--- src/rtl/cctb_pkg.sv ---
// ----------------------------------------------------------------------------
// cctb_pkg
// Shared types and constants for the cycle counter time base.
// ----------------------------------------------------------------------------
package cctb_pkg;

  typedef logic [31:0] sample_t;
  typedef logic [63:0] total_t;
  typedef logic [9:0]  mhz_t;

  localparam int unsigned MICROS_PER_SEC = 1000000;
  localparam int unsigned THOUSAND       = 1000;

  localparam mhz_t CLOCK_MHZ_RESET = 10'd168;

  localparam int unsigned PADDR_W  = 3;
  localparam int unsigned PDATA_W  = 32;
  localparam int unsigned NUM_REGS = 1;

  localparam logic REG_CLOCK_MHZ = 1'b0;

  localparam int unsigned PER_S_W  = 30;
  localparam int unsigned SEC_W    = 45;
  localparam int unsigned PART_W   = 10;

endpackage

--- src/rtl/cctb_front.sv ---
// ----------------------------------------------------------------------------
// cctb_front
// Accepts counter samples, tracks wraps and forms the 64-bit cycle total.
// ----------------------------------------------------------------------------
module cctb_front (
  input  logic             clk,
  input  logic             rst,
  input  logic             in_valid,
  output logic             in_ready,
  input  cctb_pkg::sample_t counter_sample,
  output logic             push_valid,
  input  logic             push_ready,
  output cctb_pkg::total_t push_total
);
  import cctb_pkg::*;

  sample_t wrap_count;
  sample_t wrap_count_next;
  sample_t previous_sample;
  logic    accept;

  assign in_ready   = push_ready;
  assign push_valid = in_valid;
  assign accept     = in_valid && push_ready;

  always_comb begin
    wrap_count_next = wrap_count;
    if (counter_sample < previous_sample) begin
      wrap_count_next = wrap_count + 32'd1;
    end
  end

  assign push_total = {wrap_count_next, counter_sample};

  always_ff @(posedge clk) begin
    if (rst) begin
      wrap_count      <= '0;
      previous_sample <= '0;
    end else if (accept) begin
      wrap_count      <= wrap_count_next;
      previous_sample <= counter_sample;
    end
  end

endmodule

--- src/rtl/cctb_queue.sv ---
// ----------------------------------------------------------------------------
// cctb_queue
// Small first-in first-out queue of cycle totals between front and back.
// ----------------------------------------------------------------------------
module cctb_queue #(
  parameter int unsigned DEPTH = 2
) (
  input  logic             clk,
  input  logic             rst,
  input  logic             push_valid,
  output logic             push_ready,
  input  cctb_pkg::total_t push_total,
  output logic             pop_valid,
  input  logic             pop_ready,
  output cctb_pkg::total_t pop_total
);
  import cctb_pkg::*;

  localparam int unsigned AW = (DEPTH > 1) ? $clog2(DEPTH) : 1;
  localparam int unsigned CW = $clog2(DEPTH + 1);
  localparam logic [AW-1:0] LAST = AW'(DEPTH - 1);
  localparam logic [CW-1:0] FULL = CW'(DEPTH);

  total_t        mem [DEPTH];
  logic [AW-1:0] wr_ptr;
  logic [AW-1:0] rd_ptr;
  logic [CW-1:0] count;
  logic          do_push;
  logic          do_pop;

  assign push_ready = (count != FULL);
  assign pop_valid  = (count != '0);
  assign pop_total  = mem[rd_ptr];
  assign do_push    = push_valid && push_ready;
  assign do_pop     = pop_valid && pop_ready;

  always_ff @(posedge clk) begin
    if (do_push) begin
      mem[wr_ptr] <= push_total;
    end
  end

  always_ff @(posedge clk) begin
    if (rst) begin
      wr_ptr <= '0;
      rd_ptr <= '0;
      count  <= '0;
    end else begin
      if (do_push) begin
        wr_ptr <= (wr_ptr == LAST) ? '0 : wr_ptr + AW'(1);
      end
      if (do_pop) begin
        rd_ptr <= (rd_ptr == LAST) ? '0 : rd_ptr + AW'(1);
      end
      if (do_push && !do_pop) begin
        count <= count + CW'(1);
      end else if (!do_push && do_pop) begin
        count <= count - CW'(1);
      end
    end
  end

endmodule

--- src/rtl/cctb_div.sv ---
// ----------------------------------------------------------------------------
// cctb_div
// Iterative conversion of a cycle total into seconds, milliseconds,
// microseconds and a microsecond timeline, with an output register.
// ----------------------------------------------------------------------------
module cctb_div (
  input  logic                   clk,
  input  logic                   rst,
  input  cctb_pkg::mhz_t         mhz_eff,
  input  logic                   pop_valid,
  output logic                   pop_ready,
  input  cctb_pkg::total_t       pop_total,
  output logic                   out_valid,
  input  logic                   out_ready,
  output cctb_pkg::total_t       total_cycles,
  output logic [44:0]            whole_seconds,
  output logic [9:0]             millis_part,
  output logic [9:0]             micros_part,
  output cctb_pkg::total_t       timeline_micros
);
  import cctb_pkg::*;

  localparam logic [2:0] S_IDLE = 3'd0;
  localparam logic [2:0] S_SEC  = 3'd1;
  localparam logic [2:0] S_MS   = 3'd2;
  localparam logic [2:0] S_US   = 3'd3;
  localparam logic [2:0] S_DONE = 3'd4;

  localparam logic [5:0] SEC_LAST  = 6'd63;
  localparam logic [5:0] PART_LAST = 6'(PART_W - 1);

  logic [2:0]         state;
  logic [5:0]         cnt;
  total_t             total_q;
  total_t             qa;
  logic [PER_S_W-1:0] ra;
  total_t             qb;
  mhz_t               rb;
  mhz_t               mhz;
  logic [PER_S_W-1:0] per_s;
  logic [PER_S_W-1:0] r2;
  logic [PER_S_W-1:0] dsh;
  logic [PART_W-1:0]  q2;
  logic [PART_W-1:0]  ms_q;

  logic [PER_S_W:0]   ta;
  logic [PER_S_W-1:0] ra_next;
  logic               qa_bit;
  logic [PART_W:0]    tb;
  mhz_t               rb_next;
  logic               qb_bit;
  logic               r2_ge;
  logic [PER_S_W-1:0] r2_next;
  logic [PART_W-1:0]  q2_next;
  logic [PER_S_W-1:0] per_s_calc;
  logic [PER_S_W-1:0] per_ms_sh;
  logic [PER_S_W-1:0] mhz_sh;
  logic               out_free;

  assign ta      = {ra, qa[63]};
  assign qa_bit  = (ta >= {1'b0, per_s});
  assign ra_next = qa_bit ? PER_S_W'(ta - {1'b0, per_s}) : ta[PER_S_W-1:0];

  assign tb      = {rb, qb[63]};
  assign qb_bit  = (tb >= {1'b0, mhz});
  assign rb_next = qb_bit ? PART_W'(tb - {1'b0, mhz}) : tb[PART_W-1:0];

  assign r2_ge   = (r2 >= dsh);
  assign r2_next = r2_ge ? r2 - dsh : r2;
  assign q2_next = {q2[PART_W-2:0], r2_ge};

  assign per_s_calc = PER_S_W'(32'(mhz_eff) * MICROS_PER_SEC);
  assign per_ms_sh  = PER_S_W'((32'(mhz) * THOUSAND) << (PART_W - 1));
  assign mhz_sh     = PER_S_W'(32'(mhz) << (PART_W - 1));

  assign pop_ready = (state == S_IDLE);
  assign out_free  = !out_valid || out_ready;

  always_ff @(posedge clk) begin
    if (rst) begin
      out_valid <= 1'b0;
    end else if ((state == S_DONE) && out_free) begin
      out_valid <= 1'b1;
    end else if (out_valid && out_ready) begin
      out_valid <= 1'b0;
    end
  end

  always_ff @(posedge clk) begin
    if (rst) begin
      state <= S_IDLE;
      cnt   <= '0;
    end else begin
      unique case (state)
        S_IDLE: begin
          if (pop_valid) begin
            state <= S_SEC;
            cnt   <= '0;
          end
        end
        S_SEC: begin
          if (cnt == SEC_LAST) begin
            state <= S_MS;
            cnt   <= '0;
          end else begin
            cnt <= cnt + 6'd1;
          end
        end
        S_MS: begin
          if (cnt == PART_LAST) begin
            state <= S_US;
            cnt   <= '0;
          end else begin
            cnt <= cnt + 6'd1;
          end
        end
        S_US: begin
          if (cnt == PART_LAST) begin
            state <= S_DONE;
            cnt   <= '0;
          end else begin
            cnt <= cnt + 6'd1;
          end
        end
        S_DONE: begin
          if (out_free) begin
            state <= S_IDLE;
          end
        end
        default: begin
          state <= S_IDLE;
        end
      endcase
    end
  end

  always_ff @(posedge clk) begin
    case (state)
      S_IDLE: begin
        total_q <= pop_total;
        qa      <= pop_total;
        qb      <= pop_total;
        ra      <= '0;
        rb      <= '0;
        mhz     <= mhz_eff;
        per_s   <= per_s_calc;
      end
      S_SEC: begin
        qa <= {qa[62:0], qa_bit};
        ra <= ra_next;
        qb <= {qb[62:0], qb_bit};
        rb <= rb_next;
        if (cnt == SEC_LAST) begin
          r2  <= ra_next;
          dsh <= per_ms_sh;
          q2  <= '0;
        end
      end
      S_MS: begin
        r2 <= r2_next;
        if (cnt == PART_LAST) begin
          ms_q <= q2_next;
          q2   <= '0;
          dsh  <= mhz_sh;
        end else begin
          q2  <= q2_next;
          dsh <= dsh >> 1;
        end
      end
      S_US: begin
        r2  <= r2_next;
        q2  <= q2_next;
        dsh <= dsh >> 1;
      end
      S_DONE: begin
        if (out_free) begin
          total_cycles    <= total_q;
          whole_seconds   <= qa[SEC_W-1:0];
          millis_part     <= ms_q;
          micros_part     <= q2;
          timeline_micros <= qb;
        end
      end
      default: begin
      end
    endcase
  end

endmodule

--- src/rtl/cycle_counter_timebase.sv ---
// ----------------------------------------------------------------------------
// cycle_counter_timebase
// Extends 32-bit cycle counter samples to 64 bits and converts them to time.
//
// Each item on the input channel (in_valid/in_ready) is one sample of a
// free-running 32-bit cycle counter. A sample smaller than the one before
// counts one wrap. Each item yields one item on the output channel
// (out_valid/out_ready): the 64-bit cycle total, whole seconds, milliseconds
// within the second, microseconds within the millisecond and the
// microsecond timeline. The clock rate in MHz is set through the APB port
// at byte address 0 and the user is to write it only while the block is
// idle; the block itself does not enforce this. The front forms the total
// combinationally and queues it. The back divides it one quotient bit per
// cycle: first by the clock in Hz (alongside the timeline division by the
// clock in MHz), then for milliseconds and then for microseconds. It takes
// a new total only when it is done with the last one. The output register
// holds a result while the receiver stalls; the back then waits, and the
// queue keeps taking samples until it is full. Reset clears the wrap count,
// the previous sample and the queue, and sets the clock rate to 168 MHz.
// ----------------------------------------------------------------------------
module cycle_counter_timebase #(
  parameter int unsigned QUEUE_DEPTH = 2
) (
  input  logic                           clk,
  input  logic                           rst,
  input  logic                           psel,
  input  logic                           penable,
  input  logic                           pwrite,
  input  logic [cctb_pkg::PADDR_W-1:0]   paddr,
  input  logic [cctb_pkg::PDATA_W-1:0]   pwdata,
  output logic [cctb_pkg::PDATA_W-1:0]   prdata,
  output logic                           pready,
  input  logic                           in_valid,
  output logic                           in_ready,
  input  logic [31:0]                    counter_sample,
  output logic                           out_valid,
  input  logic                           out_ready,
  output logic [63:0]                    total_cycles,
  output logic [44:0]                    whole_seconds,
  output logic [9:0]                     millis_part,
  output logic [9:0]                     micros_part,
  output logic [63:0]                    timeline_micros
);
  import cctb_pkg::*;

  mhz_t   clock_mhz;
  mhz_t   mhz_eff;
  logic   reg_sel;
  logic   push_valid;
  logic   push_ready;
  total_t push_total;
  logic   pop_valid;
  logic   pop_ready;
  total_t pop_total;

  assign pready  = 1'b1;
  assign reg_sel = (paddr[PADDR_W-1] == REG_CLOCK_MHZ);
  assign prdata  = reg_sel ? PDATA_W'(clock_mhz) : '0;
  assign mhz_eff = (clock_mhz == '0) ? 10'd1 : clock_mhz;

  always_ff @(posedge clk) begin
    if (rst) begin
      clock_mhz <= CLOCK_MHZ_RESET;
    end else if (psel && penable && pwrite && pready && reg_sel) begin
      clock_mhz <= pwdata[9:0];
    end
  end

  cctb_front u_front (
    .clk            (clk),
    .rst            (rst),
    .in_valid       (in_valid),
    .in_ready       (in_ready),
    .counter_sample (counter_sample),
    .push_valid     (push_valid),
    .push_ready     (push_ready),
    .push_total     (push_total)
  );

  cctb_queue #(
    .DEPTH (QUEUE_DEPTH)
  ) u_queue (
    .clk        (clk),
    .rst        (rst),
    .push_valid (push_valid),
    .push_ready (push_ready),
    .push_total (push_total),
    .pop_valid  (pop_valid),
    .pop_ready  (pop_ready),
    .pop_total  (pop_total)
  );

  cctb_div u_div (
    .clk             (clk),
    .rst             (rst),
    .mhz_eff         (mhz_eff),
    .pop_valid       (pop_valid),
    .pop_ready       (pop_ready),
    .pop_total       (pop_total),
    .out_valid       (out_valid),
    .out_ready       (out_ready),
    .total_cycles    (total_cycles),
    .whole_seconds   (whole_seconds),
    .millis_part     (millis_part),
    .micros_part     (micros_part),
    .timeline_micros (timeline_micros)
  );

endmodule

--- config.mk ---
export PLATFORM = sky130hd
export DESIGN_NAME = cycle_counter_timebase
export DESIGN_NICKNAME = d
export VERILOG_FILES = /design/src/rtl/cctb_pkg.sv /design/src/rtl/cctb_front.sv /design/src/rtl/cctb_queue.sv /design/src/rtl/cctb_div.sv /design/src/rtl/cycle_counter_timebase.sv
export SDC_FILE = /design/constraint.sdc
export NUM_CORES = 1
export LEC_CHECK = 0
export BUFFER_PORTS_ARGS = -buffer_cell sky130_fd_sc_hd__buf_2
export CAP_MARGIN = 5
export CELL_PAD_IN_SITES_DETAIL_PLACEMENT = 0
export CELL_PAD_IN_SITES_GLOBAL_PLACEMENT = 1
export CORE_MARGIN = 2
export CORE_UTILIZATION = 45
export DETAILED_ROUTE_END_ITERATION = 8
export GPL_ROUTABILITY_DRIVEN = 0
export PLACE_DENSITY = 0.77
export SLEW_MARGIN = 20
export SYNTH_ARGS = -nofsm -noshare
export SYNTH_HDL_FRONTEND = slang
export SYNTH_SLANG_ARGS = --single-unit
export TNS_END_PERCENT = 1
--- constraint.sdc ---
create_clock -name clk -period 10.5 [get_ports clk]
set_clock_uncertainty 0.05 [all_clocks]
set_input_delay 1.575 -clock clk [delete_from_list [all_inputs] [get_ports clk]]
set_output_delay 1.575 -clock clk [all_outputs]
set_load 0.05 [all_outputs]
==> results_dict.tcl, run 1 <==
set metrics [dict create \
    cts_sinks 752 \
    powerDensity_nw_per_um2 258 \
    start_util 0.455 \
    synth_ff_type "edfxtp_1" \
    status "completed" \
    tns_ns 0 \
    slew_headroom 0.312 \
    worstPathArrival_ns 6.16 \
    groute.usage.overall 0.181 \
    yosys.area_share.adder 0.105 \
    viasPerCell 5.24 \
    fp-row-count 103 \
    required_ns 10.82 \
    netlist_area_um2 35900 \
    hold_viol_final 0 \
    wl_met2_um 35800 \
    netlist_top_cells_area "edfxtp_1 55%, ha_1 7.3%, dfxtp_1 5.0%" \
    syn_avg_cell_area_um2 13.0 \
    netlist_instances 2762 \
    nets 3364 \
    max_freq_ghz 0.171 \
    synth_top_cell_by_area "edfxtp_1" \
    worstSkewPairLatency_ns 0.64 \
    seq_area_um2 21700 \
    clockBufferDepth 3 \
    setup_viol 0 \
    synth-edff-count 663 \
    end_kind "register" \
    fin_crit_sh 0.556 \
    critPathLaunchType "register" \
    hpwl_um 51400 \
    synth_xor_area_frac 0.0361 \
    synth_mux_area_frac 0.0343 \
    cts.hold.buffers_added 0 \
    peakVddDrop_v 0.000263 \
    clkTransAtPathRegs_ns 0.06 \
    tightest_slew_ns 1.03 \
    grt_setup_unrepaired "no" \
    cts_setup_buffers 0 \
    cp_cell_sequence "inv_1 > ha_1 > nand4_1 > or4_1 > and2_1 > fa_1 > ha_1 > fa_1 > inv_1 > fa_1 > inv_1 > ha_1 > ha_1 > and3_1 > a211oi_1 > o21ai_0 > a21oi_1 > xnor2_1" \
    cap_violations 0 \
    cts_buffers 80 \
    cpPeakStageDelay_ns 0.61 \
    crit_fanout 9 \
    dr.pass1.iters 5 \
    drive_above_1_share 0.167 \
    multi_input_area_um2 13100 \
    synth_cell_types 89 \
    drc_errors 0 \
    synth_compound_area_frac 0.0872 \
    port_buffers 254 \
    post_cts_resized 0 \
    dr.max_layer_used "met4" \
    drt_wl_total_um 75000 \
    synth-async-reset-ratio 0 \
    die_area_um2 82100 \
    critPathSlowestCell "fa_1" \
    power_mw 10.6 \
    leakagePower_nw 16.2 \
    synthSimpleGateAreaFrac 0.0972 \
    drt_iter0_markers 1420 \
    synth_seq_cells 752 \
    netlist.area_leader.share 0.554 \
    grt_pass1_vias 21600 \
    slew_violations 0 \
    wl_met1_um 33700 \
    h-tree-depth 3 \
    min_path_type "reg -> reg" \
    die_h_um 287 \
    nFillCells 6687 \
    grt-ovfl-total 0 \
    wl_per_cell_um 18.1 \
    cts_tree "yes" \
    utilization 0.520 \
    antenna_found_initial 4 \
    grt_pass1_wl_um 118000 \
    synth_commonest_cells "663 x edfxtp_1, 210 x ha_1, 195 x inv_1" \
    met3_length_um 4210 \
    worstSetupPathType "reg -> reg" \
    pin_count 302 \
    yosysSeqAreaShare 0.604 \
    syn_to_final_growth_pct 14.4 \
    via_count 21700 \
    yosysMostFrequentCell "edfxtp_1" \
    coreArea_um2 79000 \
    post-route-min-period_ns 5.84 \
    dieWidth_um 287 \
    cts_root_buffer "clkbuf_16" \
    grt_max_degree 146 \
    synth_top_family_by_area "adder cells" \
    cpMostUsedCell "ha_1" \
    ys_warn_count 0 \
    ant_nets 0 \
]
state kept, by name (all words and copies together) (netlist names), 29 cells and up, named ones only:
name,flops
u_div.dsh,29
u_div.qa,64
u_div.qb,64
u_div.r2,30
u_div.ra,30
u_div.timeline_micros,64
u_div.total_cycles,64
u_div.total_q,64
u_div.whole_seconds,45
u_front.previous_sample,32
u_front.wrap_count,32
u_queue.mem,128
final cells by class:
cell class              count  share of cell area
flip-flops and latches    752               0.528
multi-input cells        1720               0.318
clock buffers             101              0.0519
repair buffers            272              0.0356
well taps                1050              0.0320
inverters                 197              0.0180
clock inverters            48              0.0162
diodes                      3            0.000183
routing by layer:
metal  global-route usage  vias up
li1                     -    10400
met1                0.247    10800
met2                0.295      466
met3               0.0359       82
met4               0.0487        0
met5                    0        -
placed cells by master, fill, tap and decap left out, types with 12 or more instances in the layout:
cell / count
and3_1: 24
and2_1: 27
a21o_1: 40
a31oi_1: 12
or3_1: 14
mux2i_1: 44
buf_2: 253
nand3_1: 44
clkbuf_16: 80
xnor2_1: 90
dfxtp_1: 88
nand2_1: 182
mux2_2: 69
nand4_1: 21
nor4_1: 15
conb_1: 23
ha_1: 210
fa_1: 57
nand2b_1: 81
a21oi_1: 131
nor3_1: 40
nor2_1: 167
edfxtp_1: 663
inv_1: 195
o21ai_0: 64
buf_4: 16
xor2_1: 58
nor2b_1: 21
clkinv_1: 14
clkbuf_1: 16
o21a_1: 144
through the flow:
| stage | instance area (um2) | hold slack (ns) | worst slack [ns] | instances |
|---|---|---|---|---|
| 2_1_floorplan | 36000 | 0.350 | 0.200 | 2783 |
| 3_3_place_gp | 38200 | 0.351 | 4.66 | 3989 |
| 3_5_place_dp | 38200 | 0.355 | 4.63 | 3989 |
| 4_1_cts | 41000 | 0.364 | 4.64 | 4138 |
| 5_1_grt | 41100 | 0.373 | 4.20 | 4143 |
| 6_report | 41100 | 0.367 | 4.66 | 4143 |
worst max-delay path, delay by kind of cell, from the launching register on:
| kind | cells | cell delay [ns] |
|---|---|---|
| XOR/XNOR | 1 | 0.08 |
| flip-flops | 1 | 0.41 |
| AO/OA/AOI/OAI | 3 | 0.80 |
| adder cells (fa/ha/maj) | 7 | 2.79 |
| AND/OR/NAND/NOR | 4 | 1.12 |
| buffers and inverters | 3 | 0.36 |
path summary, 6_finish.rpt:
kind                                  start                             end  slack [ns]  cells past startpoint
setup / recovery  clock_mhz[8]$_SDFFE_PP0P_       u_div.per_s[29]$_DFFE_PP_        4.66                     18
hold / removal      u_div.ms_q[6]$_DFFE_PP_  u_div.millis_part[6]$_DFFE_PP_        0.37                      0
setup reg to reg  clock_mhz[8]$_SDFFE_PP0P_       u_div.per_s[29]$_DFFE_PP_        4.66                     18
hold reg to reg     u_div.ms_q[6]$_DFFE_PP_  u_div.millis_part[6]$_DFFE_PP_        0.37                      0
cells by family (layout without fill, tap and decap cells):
family,count (synthesis),after routing
flops,752,752
simple gates,693,693
compound gates,475,475
buf+inv,311,618
fa+ha+maj,267,267
xor+xnor,148,148
mux,114,114
other cells,2,26
report_power, final:
group          switching, mW  total [mW]  internal (mW)  leakage (nW)
Combinational           1.76        3.15           1.39          7.71
Sequential             0.327        4.52           4.19          7.17
Clock                   1.21        2.95           1.74          1.34
No activity file was read; power rests on OpenSTA's default activity.
==> run 2, diff against run 1 <==
Settings changed: CORE_UTILIZATION 45 to 50, PLACE_DENSITY 0.77 to 0.81.
Clock period 10.5 ns to 5.9 ns, I/O delays scaled along.
==> run 2 against run 1 <==
Compared with the run above:
- clock-buffer cell count is 1 lower
- final cell count is 2.3% lower
- non-clock buffer count is 7 higher
- first-iteration DRC count is 3.7% higher
- utilization is 5.1 points higher
- global-route usage is 1.8 points higher
- largest cell class unchanged
- highest routed layer unchanged
==> results_dict.tcl, run 2 (synthesis results as in run 1) <==
set metrics [dict create \
    status "completed" \
    dr.pass1.iters 5 \
    mostFrequentLayoutCells "663 x edfxtp_1, 253 x buf_2, 210 x ha_1, 195 x inv_1, 182 x nand2_1" \
    h-tree-depth 3 \
    tightest_slew_ns 1.07 \
    placed_cells 3898 \
    antenna_found_initial 3 \
    post_dp_cell_area_um2 38200 \
    grt_max_degree 118 \
    required_ns 6.19 \
    final_cells 4047 \
    ant_nets 0 \
    max_freq_ghz 0.184 \
    setup_viol 0 \
    critPathSlowestCell "fa_1" \
    port_buffers 254 \
    syn_to_final_growth_pct 13.5 \
    cts_buffers 79 \
    grt-ovfl-total 0 \
    fp-row-count 98 \
    setup_slack_ns 0.456 \
    whs_ns 0.346 \
    via_count 21700 \
    worstSkewPairLatency_ns 0.64 \
    slew_headroom 0.284 \
    post-route-min-period_ns 5.44 \
    cts_tree "yes" \
    grt_pass1_vias 21900 \
    start_util 0.503 \
    post_cts_resized 0 \
    slew_violations 0 \
    multi_input_area_um2 13100 \
    clockBufferDepth 3 \
    hold_viol_final 0 \
    nets 3370 \
    cts_root_buffer "clkbuf_16" \
    end_kind "register" \
    powerDensity_nw_per_um2 453 \
    drt_iter0_markers 1472 \
    p_int_mw 12.7 \
    cap_violations 0 \
    viasPerCell 5.37 \
    min_path_type "reg -> reg" \
    largest_reg_flops 128 \
    peakVddDrop_v 0.000505 \
    dieWidth_um 272 \
    tns_ns 0 \
    critPathLaunchType "register" \
    place_ws_ns 0.283 \
    die_area_um2 74000 \
    cts.hold.buffers_added 0 \
    leakagePower_nw 16.1 \
    drc_errors 0 \
    cpPeakStageDelay_ns 0.53 \
    cts_sinks 752 \
    pin_count 302 \
    cts_setup_buffers 0 \
    netSwitchingFraction 0.314 \
    p_sw_mw 5.80 \
    fin_crit_sh 0.923 \
    worstPathArrival_ns 5.74 \
    post-route-cell-area_um2 40800 \
    clockPowerShare 0.263 \
    worstSetupPathType "reg -> reg" \
    nFillCells 5796 \
    cp_cell_sequence "inv_1 > ha_1 > nand4_1 > or4_4 > nand2_1 > inv_1 > ha_1 > ha_1 > fa_1 > inv_1 > fa_1 > inv_1 > fa_1 > ha_1 > nand2_1 > o311a_1 > a21oi_1 > a211oi_2 > o21ai_0 > a21oi_1 > xnor2_1" \
    grt_pass1_wl_um 117000 \
    grt_setup_unrepaired "no" \
    power_mw 18.5 \
    hpwl_um 51000 \
    wl_per_cell_um 18.1 \
    drt_wl_total_um 73400 \
    seq_area_um2 21700 \
    largest_register "u_queue.mem" \
    clkTransAtPathRegs_ns 0.06 \
    crit_fanout 9 \
    seqPwrFrac 0.434 \
    final_common_cell "edfxtp_1" \
    coreArea_um2 71400 \
    die_h_um 272 \
    drive_above_1_share 0.170 \
    combPwrFrac 0.303 \
    utilization 0.571 \
    groute.usage.overall 0.199 \
]
-- run 2: path summary, 6_finish.rpt --
path | startpoint | endpoint | slack, ns | cells past startpoint
max | clock_mhz[9]$_SDFFE_PP0P_ | u_div.per_s[29]$_DFFE_PP_ | 0.46 | 21
min | u_div.total_q[47]$_DFFE_PP_ | u_div.total_cycles[47]$_DFFE_PP_ | 0.35 | 0
max reg2reg | clock_mhz[9]$_SDFFE_PP0P_ | u_div.per_s[29]$_DFFE_PP_ | 0.46 | 21
min reg2reg | u_div.total_q[47]$_DFFE_PP_ | u_div.total_cycles[47]$_DFFE_PP_ | 0.35 | 0
-- run 2: power groups by stage --
stage	registers (mW)	clock network [mW]	logic, mW
2_1_floorplan	7.86	0	4.46
3_3_place_gp	8.08	0	5.45
3_5_place_dp	8.12	0	5.62
4_1_cts	8.02	4.97	5.67
5_1_grt	8.12	5.18	6.36
6_report	8.01	4.86	5.59
-- run 2: worst max-delay path: cells and delay by family (launching register included) --
family	cells	cell delay (ns)
XOR/XNOR	1	0.12
flip-flops	1	0.37
AO/OA/AOI/OAI	5	1.02
AND/OR/NAND/NOR	4	0.77
buffers and inverters	4	0.33
adder cells (fa/ha/maj)	7	2.48
-- run 2: cell type report --
type | count | share of cell area
clock buffers | 100 | 0.0519
well taps | 950 | 0.0292
clock inverters | 46 | 0.0112
multi-input cells | 1720 | 0.321
flip-flops and latches | 752 | 0.532
diodes | 3 | 0.000184
repair buffers | 279 | 0.0365
inverters | 197 | 0.0181
-- run 2: per-layer routing --
| layer | wire [um] | GRT usage | vias up | part of all wire |
|---|---|---|---|---|
| li1 | - | - | 10400 | - |
| met5 | 0 | 0 | - | 0 |
| met1 | 33000 | 0.271 | 10700 | 0.45 |
| met4 | 1390 | 0.0562 | 0 | 0.019 |
| met3 | 4240 | 0.0399 | 85 | 0.058 |
| met2 | 34700 | 0.325 | 494 | 0.47 |
